[src/dweh_pkg.sv]
// Shared types and constants for the DWARF EH pointer decoder.
// No dependencies; imported by dwarf_eh_pointer_decoder and its testbench.
`timescale 1ns / 1ps

package dweh_pkg;

	// Format nibble codes
	localparam logic [3:0] FMT_ABSPTR  = 4'h0;
	localparam logic [3:0] FMT_ULEB128 = 4'h1;
	localparam logic [3:0] FMT_UDATA2  = 4'h2;
	localparam logic [3:0] FMT_UDATA4  = 4'h3;
	localparam logic [3:0] FMT_UDATA8  = 4'h4;
	localparam logic [3:0] FMT_SLEB128 = 4'h9;
	localparam logic [3:0] FMT_SDATA2  = 4'ha;
	localparam logic [3:0] FMT_SDATA4  = 4'hb;
	localparam logic [3:0] FMT_SDATA8  = 4'hc;

	// Application field (encoding bits 6:4)
	localparam logic [2:0] APPL_PCREL = 3'h1;

	// LEB byte fields
	localparam int LEB_MORE_BIT = 7;
	localparam int LEB_SIGN_BIT = 6;

	localparam logic [3:0] BYTE_COUNT_MAX = 4'hf;

	localparam logic STATUS_OK      = 1'b0;
	localparam logic STATUS_BAD_FMT = 1'b1;

	typedef struct packed {
		logic [7:0]  data_byte;
		logic [7:0]  encoding;
		logic        value_start;
		logic [31:0] value_offset;
	} dweh_in_t;

	typedef struct packed {
		logic [63:0] value;
		logic [3:0]  byte_count;
		logic        status;
		logic        byte_used;
	} dweh_out_t;

	// Byte length of a fixed-size format; 0 for LEB and unknown formats.
	function automatic logic [3:0] fixed_length(input logic [3:0] fmt);
		logic [3:0] len;
		begin
			unique case (fmt)
				FMT_ABSPTR, FMT_UDATA8, FMT_SDATA8: len = 4'd8;
				FMT_UDATA2, FMT_SDATA2:             len = 4'd2;
				FMT_UDATA4, FMT_SDATA4:             len = 4'd4;
				default:                            len = 4'd0;
			endcase
			return len;
		end
	endfunction

	function automatic logic is_leb(input logic [3:0] fmt);
		return (fmt == FMT_ULEB128) || (fmt == FMT_SLEB128);
	endfunction

	function automatic logic format_known(input logic [3:0] fmt);
		return is_leb(fmt) || (fixed_length(fmt) != 4'd0);
	endfunction

endpackage

[src/dwarf_eh_pointer_decoder.sv]
// DWARF exception-handling encoded-pointer decoder, one byte per word.
// Depends on dweh_pkg (types, format codes, length function).
//
// Usage:
//  - Input channel (in_valid/in_stall/in_word): one raw byte per word. The
//    first byte of a value has value_start set and carries the encoding byte
//    and the section offset of that byte; both are ignored on later bytes.
//  - Output channel (out_valid/out_stall/out_word): one word per completed
//    value, or one at once for a start byte with an unsupported format
//    (status 1, value 0, byte_count 0, byte_used 0). Partial values give
//    nothing; a new start mid-value drops the partial value silently.
//  - cfg_we/cfg_wdata load section_address, added (with the offset) to
//    pc-relative values. Write it only while the decoder is idle.
// Timing: one input word per cycle sustained while out_stall does not hold the output. A word
//  passes the input register, then is decoded into the output register that drives out_valid.
//  Per byte: one shift/OR into the accumulator, the sign fill, and a
//  three-operand 64-bit add for the pc-relative adjustment.
// Stall: when out_valid is high and out_stall holds it, the input register
//  stops draining and in_stall rises in the same cycle; no word is lost.
// Reset: arst_n clears all valids, the decode state and section_address.
`timescale 1ns / 1ps

module dwarf_eh_pointer_decoder
	import dweh_pkg::*;
(
	input  logic      clk,
	input  logic      arst_n,
	input  logic      in_valid,
	output logic      in_stall,
	input  dweh_in_t  in_word,
	output logic      out_valid,
	input  logic      out_stall,
	output dweh_out_t out_word,
	input  logic        cfg_we,
	input  logic [63:0] cfg_wdata
);

	// Config
	logic [63:0] section_address_q;

	// Input register
	logic     valid_s1;
	dweh_in_t word_s1;

	// Decode state
	logic [63:0] acc_q;
	logic [6:0]  shift_q;
	logic [3:0]  seen_q;
	logic [7:0]  held_enc_q;
	logic [31:0] held_off_q;
	logic        in_value_q;

	// Output register
	logic      out_valid_q;
	dweh_out_t out_q;

	// Handshake
	logic out_free;
	logic advance;
	logic take_in;

	// Decode datapath
	logic        start;
	logic        active;
	logic        known;
	logic [7:0]  enc;
	logic [31:0] off;
	logic [3:0]  fmt;
	logic [63:0] acc0;
	logic [6:0]  shift0;
	logic [3:0]  seen0;
	logic [63:0] acc1;
	logic [6:0]  shift1;
	logic [3:0]  seen1;
	logic [2:0]  pos;
	logic        done;
	logic [63:0] value_adj;
	logic        emit;
	dweh_out_t   res;

	assign out_free = !out_valid_q || !out_stall;
	assign advance  = valid_s1 && out_free;
	assign in_stall = valid_s1 && !out_free;
	assign take_in  = in_valid && !in_stall;

	assign out_valid = out_valid_q;
	assign out_word  = out_q;

	always_ff @(posedge clk or negedge arst_n) begin
		if (!arst_n) begin
			section_address_q <= '0;
		end else if (cfg_we) begin
			section_address_q <= cfg_wdata;
		end
	end

	always_ff @(posedge clk or negedge arst_n) begin
		if (!arst_n) begin
			valid_s1 <= 1'b0;
		end else if (take_in) begin
			valid_s1 <= 1'b1;
		end else if (advance) begin
			valid_s1 <= 1'b0;
		end
	end

	always_ff @(posedge clk) begin
		if (take_in) begin
			word_s1 <= in_word;
		end
	end

	// Pick the working state: fresh on a start byte, held otherwise.
	always_comb begin
		start  = word_s1.value_start;
		enc    = start ? word_s1.encoding : held_enc_q;
		off    = start ? word_s1.value_offset : held_off_q;
		acc0   = start ? 64'd0 : acc_q;
		shift0 = start ? 7'd0 : shift_q;
		seen0  = start ? 4'd0 : seen_q;
		fmt    = enc[3:0];
		known  = format_known(fmt);
		active = start ? known : in_value_q;
	end

	// One byte of accumulation.
	always_comb begin
		seen1  = (seen0 == BYTE_COUNT_MAX) ? BYTE_COUNT_MAX : seen0 + 4'd1;
		pos    = seen0[2:0];
		acc1   = acc0;
		shift1 = shift0;
		done   = 1'b0;
		if (is_leb(fmt)) begin
			if (!shift0[6]) begin
				acc1   = acc0 | ({57'd0, word_s1.data_byte[6:0]} << shift0[5:0]);
				shift1 = shift0 + 7'd7;
			end
			done = !word_s1.data_byte[LEB_MORE_BIT];
			// Sign fill only while the final shift is below 64
			if (done && fmt == FMT_SLEB128 && word_s1.data_byte[LEB_SIGN_BIT]
					&& !shift1[6]) begin
				acc1 = acc1 | (~64'd0 << shift1[5:0]);
			end
		end else begin
			acc1 = acc0 | ({56'd0, word_s1.data_byte} << {pos, 3'b000});
			done = (seen1 >= fixed_length(fmt));
			if (done && fmt == FMT_SDATA2 && acc1[15]) begin
				acc1 = acc1 | {48'hffff_ffff_ffff, 16'd0};
			end
			if (done && fmt == FMT_SDATA4 && acc1[31]) begin
				acc1 = acc1 | {32'hffff_ffff, 32'd0};
			end
		end
	end

	always_comb begin
		value_adj = acc1;
		if (enc[6:4] == APPL_PCREL) begin
			value_adj = acc1 + section_address_q + {32'd0, off};
		end
		emit = 1'b0;
		res  = '0;
		if (start && !known) begin
			emit           = 1'b1;
			res.value      = '0;
			res.byte_count = '0;
			res.status     = STATUS_BAD_FMT;
			res.byte_used  = 1'b0;
		end else if (active && done) begin
			emit           = 1'b1;
			res.value      = value_adj;
			res.byte_count = seen1;
			res.status     = STATUS_OK;
			res.byte_used  = 1'b1;
		end
	end

	always_ff @(posedge clk or negedge arst_n) begin
		if (!arst_n) begin
			acc_q      <= '0;
			shift_q    <= '0;
			seen_q     <= '0;
			held_enc_q <= '0;
			held_off_q <= '0;
			in_value_q <= 1'b0;
		end else if (advance) begin
			if (start) begin
				held_enc_q <= word_s1.encoding;
				held_off_q <= word_s1.value_offset;
			end
			if (active) begin
				acc_q   <= acc1;
				shift_q <= shift1;
				seen_q  <= seen1;
			end
			in_value_q <= active && !done;
		end
	end

	always_ff @(posedge clk or negedge arst_n) begin
		if (!arst_n) begin
			out_valid_q <= 1'b0;
		end else if (out_free) begin
			out_valid_q <= advance && emit;
		end
	end

	always_ff @(posedge clk) begin
		if (advance && emit) begin
			out_q <= res;
		end
	end

	// A format error never reports consumed bytes.
	a_bad_fmt_empty: assert property (@(posedge clk) disable iff (!arst_n)
		out_valid_q && out_q.status == STATUS_BAD_FMT
			|-> !out_q.byte_used && out_q.byte_count == 4'd0)
		else $error("format error result carries bytes");

	// A decoded value always consumed at least one byte.
	a_used_count: assert property (@(posedge clk) disable iff (!arst_n)
		out_valid_q && out_q.byte_used |-> out_q.byte_count != 4'd0)
		else $error("decoded value with zero byte count");

	// A value in progress always has a supported format.
	a_inval_known: assert property (@(posedge clk) disable iff (!arst_n)
		in_value_q |-> format_known(held_enc_q[3:0]))
		else $error("value in progress with unsupported format");

	// LEB shift stops growing past 70.
	a_shift_bound: assert property (@(posedge clk) disable iff (!arst_n)
		shift_q <= 7'd70)
		else $error("LEB shift out of range");

	// A result held under stall is not overwritten.
	a_out_hold: assert property (@(posedge clk) disable iff (!arst_n)
		out_valid_q && out_stall |=> out_valid_q && $stable(out_q))
		else $error("stalled result changed");

endmodule

[config.mk]
export PLATFORM = sky130hd
export DESIGN_NAME = dwarf_eh_pointer_decoder
export DESIGN_NICKNAME = d
export VERILOG_FILES = /design/src/dweh_pkg.sv /design/src/dwarf_eh_pointer_decoder.sv
export SDC_FILE = /design/constraint.sdc
export NUM_CORES = 1
export LEC_CHECK = 0
export BUFFER_PORTS_ARGS = -buffer_cell sky130_fd_sc_hd__buf_4
export CORE_MARGIN = 2
export CORE_UTILIZATION = 30
export CTS_BUF_LIST = sky130_fd_sc_hd__clkbuf_4
export DETAILED_ROUTE_END_ITERATION = 6
export PLACE_DENSITY_LB_ADDON = 0.08
export SETUP_SLACK_MARGIN = 0.15
export SLEW_MARGIN = 20
export SYNTH_ARGS = -nofsm -noshare
export SYNTH_HDL_FRONTEND = slang
export SYNTH_SLANG_ARGS = --single-unit
export TNS_END_PERCENT = 30
[constraint.sdc]
create_clock -name clk -period 9.5 [get_ports clk]
set_input_delay 0.475 -clock clk [delete_from_list [all_inputs] [get_ports clk]]
set_output_delay 0.475 -clock clk [all_outputs]
set_load 0.03 [all_outputs]
Word level (Yosys, flattened, before mapping)
Cells that the tools add are included.
{"block": "op_classes", "n_addsub": 4, "reduce_logical": 33, "n_lt_le_gt_ge": 1, "mux": 26, "n_eq_ne": 10, "shifts": 3, "bitwise_logic": 4}
{"cell": "2-to-1 mux 64 bit", "n": 9}
{"cell": "bitwise OR 64 bit", "n": 3}
{"cell": "adder 64 x 32 -> 64 bit", "n": 1}
{"cell": "adder 64 bit", "n": 1}
{"cell": "<< shifter 64 x 6 -> 64 bit, first input constant", "n": 1}
{"cell": "<< shifter 7 x 6 -> 64 bit", "n": 1}
{"cell": "<< shifter 8 x 6 -> 64 bit", "n": 1}
{"cell": "2-to-1 mux 7 bit", "n": 5}
{"cell": "2-to-1 mux 32 bit", "n": 1}
{"cell": "== test 4 bit, second input constant", "n": 5}
{"cell": "logical AND 1 bit", "n": 14}
{"cell": "2-to-1 mux 4 bit", "n": 3}
{"cell": "case mux 4 bit (3 select lines)", "n": 1}
{"cell": "== test 4 x 2 -> 1 bit, second input constant", "n": 2}
{"cell": "logical NOT 1 bit", "n": 8}
{"cell": "adder 7 x 3 -> 7 bit, second input constant", "n": 1}
{"cell": "2-to-1 mux 1 bit", "n": 7}
{"cell": "OR reduction 2 bit", "n": 3}
{"cell": "adder 4 x 1 -> 4 bit, second input constant", "n": 1}
{"cell": "== test 4 x 1 -> 1 bit, second input constant", "n": 1}
{"cell": "== test 4 x 3 -> 1 bit, second input constant", "n": 1}
{"cell": ">= comparator 4 bit", "n": 1}
{"cell": "logical NOT 4 bit", "n": 1}
{"cell": "nonzero test 4 bit", "n": 1}
{"cell": "other kinds (6)", "n": 8}
{"block": "word_totals", "regBits": 299}

Logic depth before layout (Yosys ltp)
{"block": "logic_depth", "word_depth": 16, "depth_mapped": 32, "ltp_nobuf": 28}

Worst setup path after synthesis
Ideal clock, no wire load.
{"block": "synth_path", "kind": "reg2reg", "from": "register word_s1 (netlist bit start)", "to": "register out_q (netlist bit out_word[66]) (data pin)", "period_less_slack_ns": 6.591, "setup_slack_ns": 2.909, "arrival_time_ns": 6.317, "setup_time_ns": 0.274, "stages_incl_launch_ff": 32, "required_ns": 9.226, "cell_sequence": "edfxtp_1 buf_6 buf_6 buf_2 buf_2 buf_2 buf_2 buf_2 buf_1 a311oi_1 ha_1 nand2_1 o21ai_0 or3b_1 a21oi_2 buf_2 a21oi_1 nor2_1 a21oi_1 inv_1 fa_1 ha_1 buf_2 nand2_1 or2_2 or4_1 nor2_1 a21oi_1 o21a_1 o41ai_1 xnor2_1 o22ai_1"}
{"block": "synth_between", "word_cells_on_any_way": 61}
{"item": "start: declaration", "line_no": "dwarf_eh_pointer_decoder.sv:43", "rtl": "dweh_in_t word_s1;"}
{"item": "start signal: assignment", "line_no": "dwarf_eh_pointer_decoder.sv:109", "rtl": "word_s1 <= in_word;"}
{"item": "2-to-1 mux 4 bit (*)", "line_no": "dwarf_eh_pointer_decoder.sv:120", "rtl": "seen0 = start ? 4'd0 : seen_q;"}
{"item": "adder 4 x 1 -> 4 bit or == test 4 bit (tied branches)", "line_no": "dwarf_eh_pointer_decoder.sv:128", "rtl": "seen1 = (seen0 == BYTE_COUNT_MAX) ? BYTE_COUNT_MAX : seen0 + 4'd1;"}
{"item": "2-to-1 mux 4 bit (*)", "line_no": "dwarf_eh_pointer_decoder.sv:128"}
{"item": "via seen1[3]", "line_no": "dwarf_eh_pointer_decoder.sv:74", "rtl": "logic [3:0] seen1;"}
{"item": ">= comparator 4 bit (*)", "line_no": "dwarf_eh_pointer_decoder.sv:146", "rtl": "done = (seen1 >= fixed_length(fmt));"}
{"item": "logical AND 1 bit (*) (2 in series)", "line_no": "dwarf_eh_pointer_decoder.sv:147", "rtl": "if (done && fmt == FMT_SDATA2 && acc1[15]) begin"}
{"item": "2-to-1 mux 64 bit (*)", "line_no": "dwarf_eh_pointer_decoder.sv:147"}
{"item": "2-to-1 mux 64 bit (*)", "line_no": "dwarf_eh_pointer_decoder.sv:133", "rtl": "if (is_leb(fmt)) begin"}
{"item": "2-to-1 mux 64 bit (*)", "line_no": "dwarf_eh_pointer_decoder.sv:150", "rtl": "if (done && fmt == FMT_SDATA4 && acc1[31]) begin"}
{"item": "2-to-1 mux 64 bit (*)", "line_no": "dwarf_eh_pointer_decoder.sv:133"}
{"item": "via acc1[30]", "line_no": "dwarf_eh_pointer_decoder.sv:72", "rtl": "logic [63:0] acc1;"}
{"item": "adder 64 bit (*)", "line_no": "dwarf_eh_pointer_decoder.sv:159", "rtl": "value_adj = acc1 + section_address_q + {32'd0, off};"}
{"item": "adder 64 x 32 -> 64 bit (*)", "line_no": "dwarf_eh_pointer_decoder.sv:159"}
{"item": "2-to-1 mux 64 bit (*)", "line_no": "dwarf_eh_pointer_decoder.sv:158", "rtl": "if (enc[6:4] == APPL_PCREL) begin"}
{"item": "end signal: assignment", "line_no": "dwarf_eh_pointer_decoder.sv:210", "rtl": "out_q <= res;"}
{"item": "end: declaration", "line_no": "dwarf_eh_pointer_decoder.sv:55", "rtl": "dweh_out_t out_q;"}
The timed path passes the listed nets; every way through them passes the cells marked *. The select of a mux whose other input is x is not followed.
A chain may end at the register's enable or synchronous reset.

Final worst setup path
{"block": "layout_path", "from": "register word_s1 (netlist bit start)", "to": "register out_q (netlist bit out_word[69]) (data pin)"}
{"block": "layout_between", "word_cells_on_any_way": 61}
{"item": "2-to-1 mux 4 bit (*)", "line_no": "dwarf_eh_pointer_decoder.sv:120"}
{"item": "adder 4 x 1 -> 4 bit or == test 4 bit (tied branches)", "line_no": "dwarf_eh_pointer_decoder.sv:128"}
{"item": "2-to-1 mux 4 bit (*)", "line_no": "dwarf_eh_pointer_decoder.sv:128"}
{"item": "via seen1[3]", "line_no": "dwarf_eh_pointer_decoder.sv:74"}
{"item": ">= comparator 4 bit (*)", "line_no": "dwarf_eh_pointer_decoder.sv:146"}
{"item": "logical AND 1 bit (2 in series)", "line_no": "dwarf_eh_pointer_decoder.sv:147"}
{"item": "2-to-1 mux 64 bit", "line_no": "dwarf_eh_pointer_decoder.sv:147"}
{"item": "2-to-1 mux 64 bit", "line_no": "dwarf_eh_pointer_decoder.sv:133"}
{"item": "logical AND 1 bit", "line_no": "dwarf_eh_pointer_decoder.sv:150"}
{"item": "2-to-1 mux 64 bit (*)", "line_no": "dwarf_eh_pointer_decoder.sv:150"}
{"item": "2-to-1 mux 64 bit (*)", "line_no": "dwarf_eh_pointer_decoder.sv:133"}
{"item": "via acc1[32]", "line_no": "dwarf_eh_pointer_decoder.sv:72"}
{"item": "adder 64 bit (*)", "line_no": "dwarf_eh_pointer_decoder.sv:159"}
{"item": "adder 64 x 32 -> 64 bit (*)", "line_no": "dwarf_eh_pointer_decoder.sv:159"}
{"item": "2-to-1 mux 64 bit (*)", "line_no": "dwarf_eh_pointer_decoder.sv:158"}
Marks and branches as above.

==> out/metrics.cfg <==
[critical_path]
crit_required_ps=10070
cp-startpoint=start
cp-start-kind=flop
rr_endpoint=out_word[69]
end_kind=flop
rr_startpoint=start
critPathKind=flop to flop
worst-endpoint-arrival_ps=8410
ff2ff_setup_slack_ps=1650
setup.worst_path.end=out_word[69]
r2r_cells=25
crit_fanout=17

[cells_and_area]
final_cell_mix=nand2_1 (327), buf_4 (231), a21oi_1 (203), dfrtp_1 (181), nor2_1 (142)
areaGrowthSynthToFinish_pct=23.8
postLayoutCellArea_sq_um=24300
layout.nets=2652
drive_gt1_share_pct=21.9
final_common_cell=nand2_1

[power_and_ir_drop]
p_leak_nw=10.5
p_per_area_nw_per_um2=333
ir_drop_uv=107

[placement]
dp_hpwl_um=52700
portBuffers=188
place_congestion=0.942
place_area_sq_um=21900

[global_route]
grt_pass1_vias=17000
grt_remaining_overflow=0
grtUsageTotal_pct=21.2
grt_pass1_wl_um=107000
grt_max_degree=68
antenna_found_initial=2

[min_path]
hold_class=input port to flop

[synthesis]
syn_inst=2093
synth_flop_cell=dfrtp_1
yosysSeqAreaShare_pct=41.2
synth_edf_count=118
synth.avg_cell_area_sq_um=9.37
netlist.area_leader.share_pct=23.1
yosys_warnings=0
synth_cell_types=89
synthArstFlopShare_pct=60.5
syn-cell-area_sq_um=19600
synth_nets=2342
synth-seq-cells=299
synth_largest_area_cell=dfrtp_1
synthTopCellsByArea=dfrtp_1 (23%), edfxtp_1 (18%), nand2_1 (6.3%)

[clocking]
cts_tree=done
clock_sinks=299
cts_buffers=88
cts_resized=0
htreeDepth=3
insertion_delay_ps=850
cts.path.max_buffers=3
cts-root-buf=clkbuf_4
path_clk_slew_ps=70

[route]
wire_per_inst_um=21.4
via_count=17000
ant_nets=0
drc=0
dr.first_iter.drc_count=1109
first_pass_iters=7
routed_wl_um=71400
vias_per_cell=5.11

[timing]
finalSetupViolations=0
fin_skew_ps=84.6
relSlewSlack_pct=27.6
period_share_pct=82.6
slew_violations=0
max_freq_ghz=0.127
fin_crit_ps=7850
tightest_slew_ps=1090
finalHoldViolCount=0
rsz0062_at_grt=no
fin_setup_tns_ps=0

[run_status]
outcome=complete, no violations

[floorplan]
start_util_pct=30.4
io_pins=190
rows=93
die_h_um=260
core_sq_um=64600
die_area_sq_um=67400
die_w_um=260

[run]
drv_cap=0

==> timing repair <==
action                                 in CTS  in global routing
buffers inserted                            0                  0
hold buffers                              116                  0
endpoints found under the hold margin     180                  0
==> where the power goes <==
part,switching [W],internal [W]
clock network,0.000594,0.000692
logic,0.00306,0.00180
registers,0.000221,0.00173
total,0.00388,0.00422
==> flip-flops by register name (all words and copies together), names as in the netlist <==
register	flops
acc_q	64
held_enc_q	7
held_off_q	32
in_value_q	1
out_valid	1
out_word	70
section_address_q	64
seen_q	4
shift_q	7
start	1
valid_s1	1
word_s1	47
==> worst min path at each step <==
stage,from,end,slack [ps],cells past startpoint
after global routing,cfg_we,section_address_q[0],60,2
after detailed placement,held_off_q[23],held_off_q[23],460,2
final,cfg_we,section_address_q[0],100,3
after global placement,held_off_q[5],held_off_q[5],450,2
after floorplan,arst_n,acc_q[0],180,0
after CTS,cfg_we,section_address_q[0],40,3
==> routing by layer <==
layer  wire [um]  vias to the layer above  track usage [%]
li1            -                     8233                -
met1       33200                     8185             29.6
met2       32300                      481             33.3
met3        4020                      127             3.68
met4        1980                        0             6.58
met5           0                        -                0
==> cells in the mapped netlist, drive strengths merged, types with 31 or more instances <==
cell type and instances:
nor2 146, fa 33, edfxtp 118, inv 79, mux2 105, dfrtp 181, a21o 40, buf 40
xnor2 42, clkbuf 88, nand2 327, o22ai 44, ha 98, a21oi 209, nor3 31, o21ai 136
==> cell type report <==
type,count,area (sq um)
antenna,5,12.5
clock buffer,133,998
clock inverter,28,169
fill,6559,40300
inverter,80,300
multi-input combinational,1586,10800
sequential,299,8070
tap,855,1070
timing repair buffer,348,2910
==> metrics by stage <==
step / setup WS [ps] / util, % / total power, W / cells / hold WS (ps)
3_3_place_gp: 1910 / 34.0 / 0.00676 / 3052 / 453
2_1_floorplan: 2910 / - / 0.00534 / 2093 / 179
3_5_place_dp: 1830 / 34.0 / 0.00678 / 3052 / 458
4_1_cts: 1790 / 37.6 / 0.00816 / 3329 / 36.0
5_1_grt: 1190 / 37.6 / 0.00880 / 3334 / 62.2
6_report: 1650 / 37.6 / 0.00810 / 3334 / 100
==> kinds of logic after synthesis <==
| logic type | after synthesis | synth area share [%] |
|---|---|---|
| XOR/XNOR | 58 | 2.59 |
| AO/OA/AOI/OAI | 606 | 19.7 |
| buffers and inverters | 208 | 4.29 |
| adder cells (fa/ha/maj) | 131 | 9.62 |
| multiplexers | 123 | 7.20 |
| flip-flops | 299 | 41.2 |
| AND/OR/NAND/NOR | 668 | 15.5 |
==> worst max-delay path, stage by stage, from the launching register on <==
cell and delay, ps:
edfxtp_1 540, buf_4 270, nor2b_1 190, ha_1 240, nor2b_1 70, a311oi_1 470, ha_1 240, nand2_1 50
o21ai_0 370, nand2_1 120, o21ai_2 760, a21o_1 140, a21oi_1 60, o22ai_1 610, ha_1 370, ha_1 410
a21oi_1 220, o21ai_0 160, nor3_1 490, nand4_1 410, o2111ai_1 410, nand2_1 170, o221ai_1 270, xnor2_1 150
and3_1 200, o21a_1 170
No activity file was read; power rests on OpenSTA's default activity.
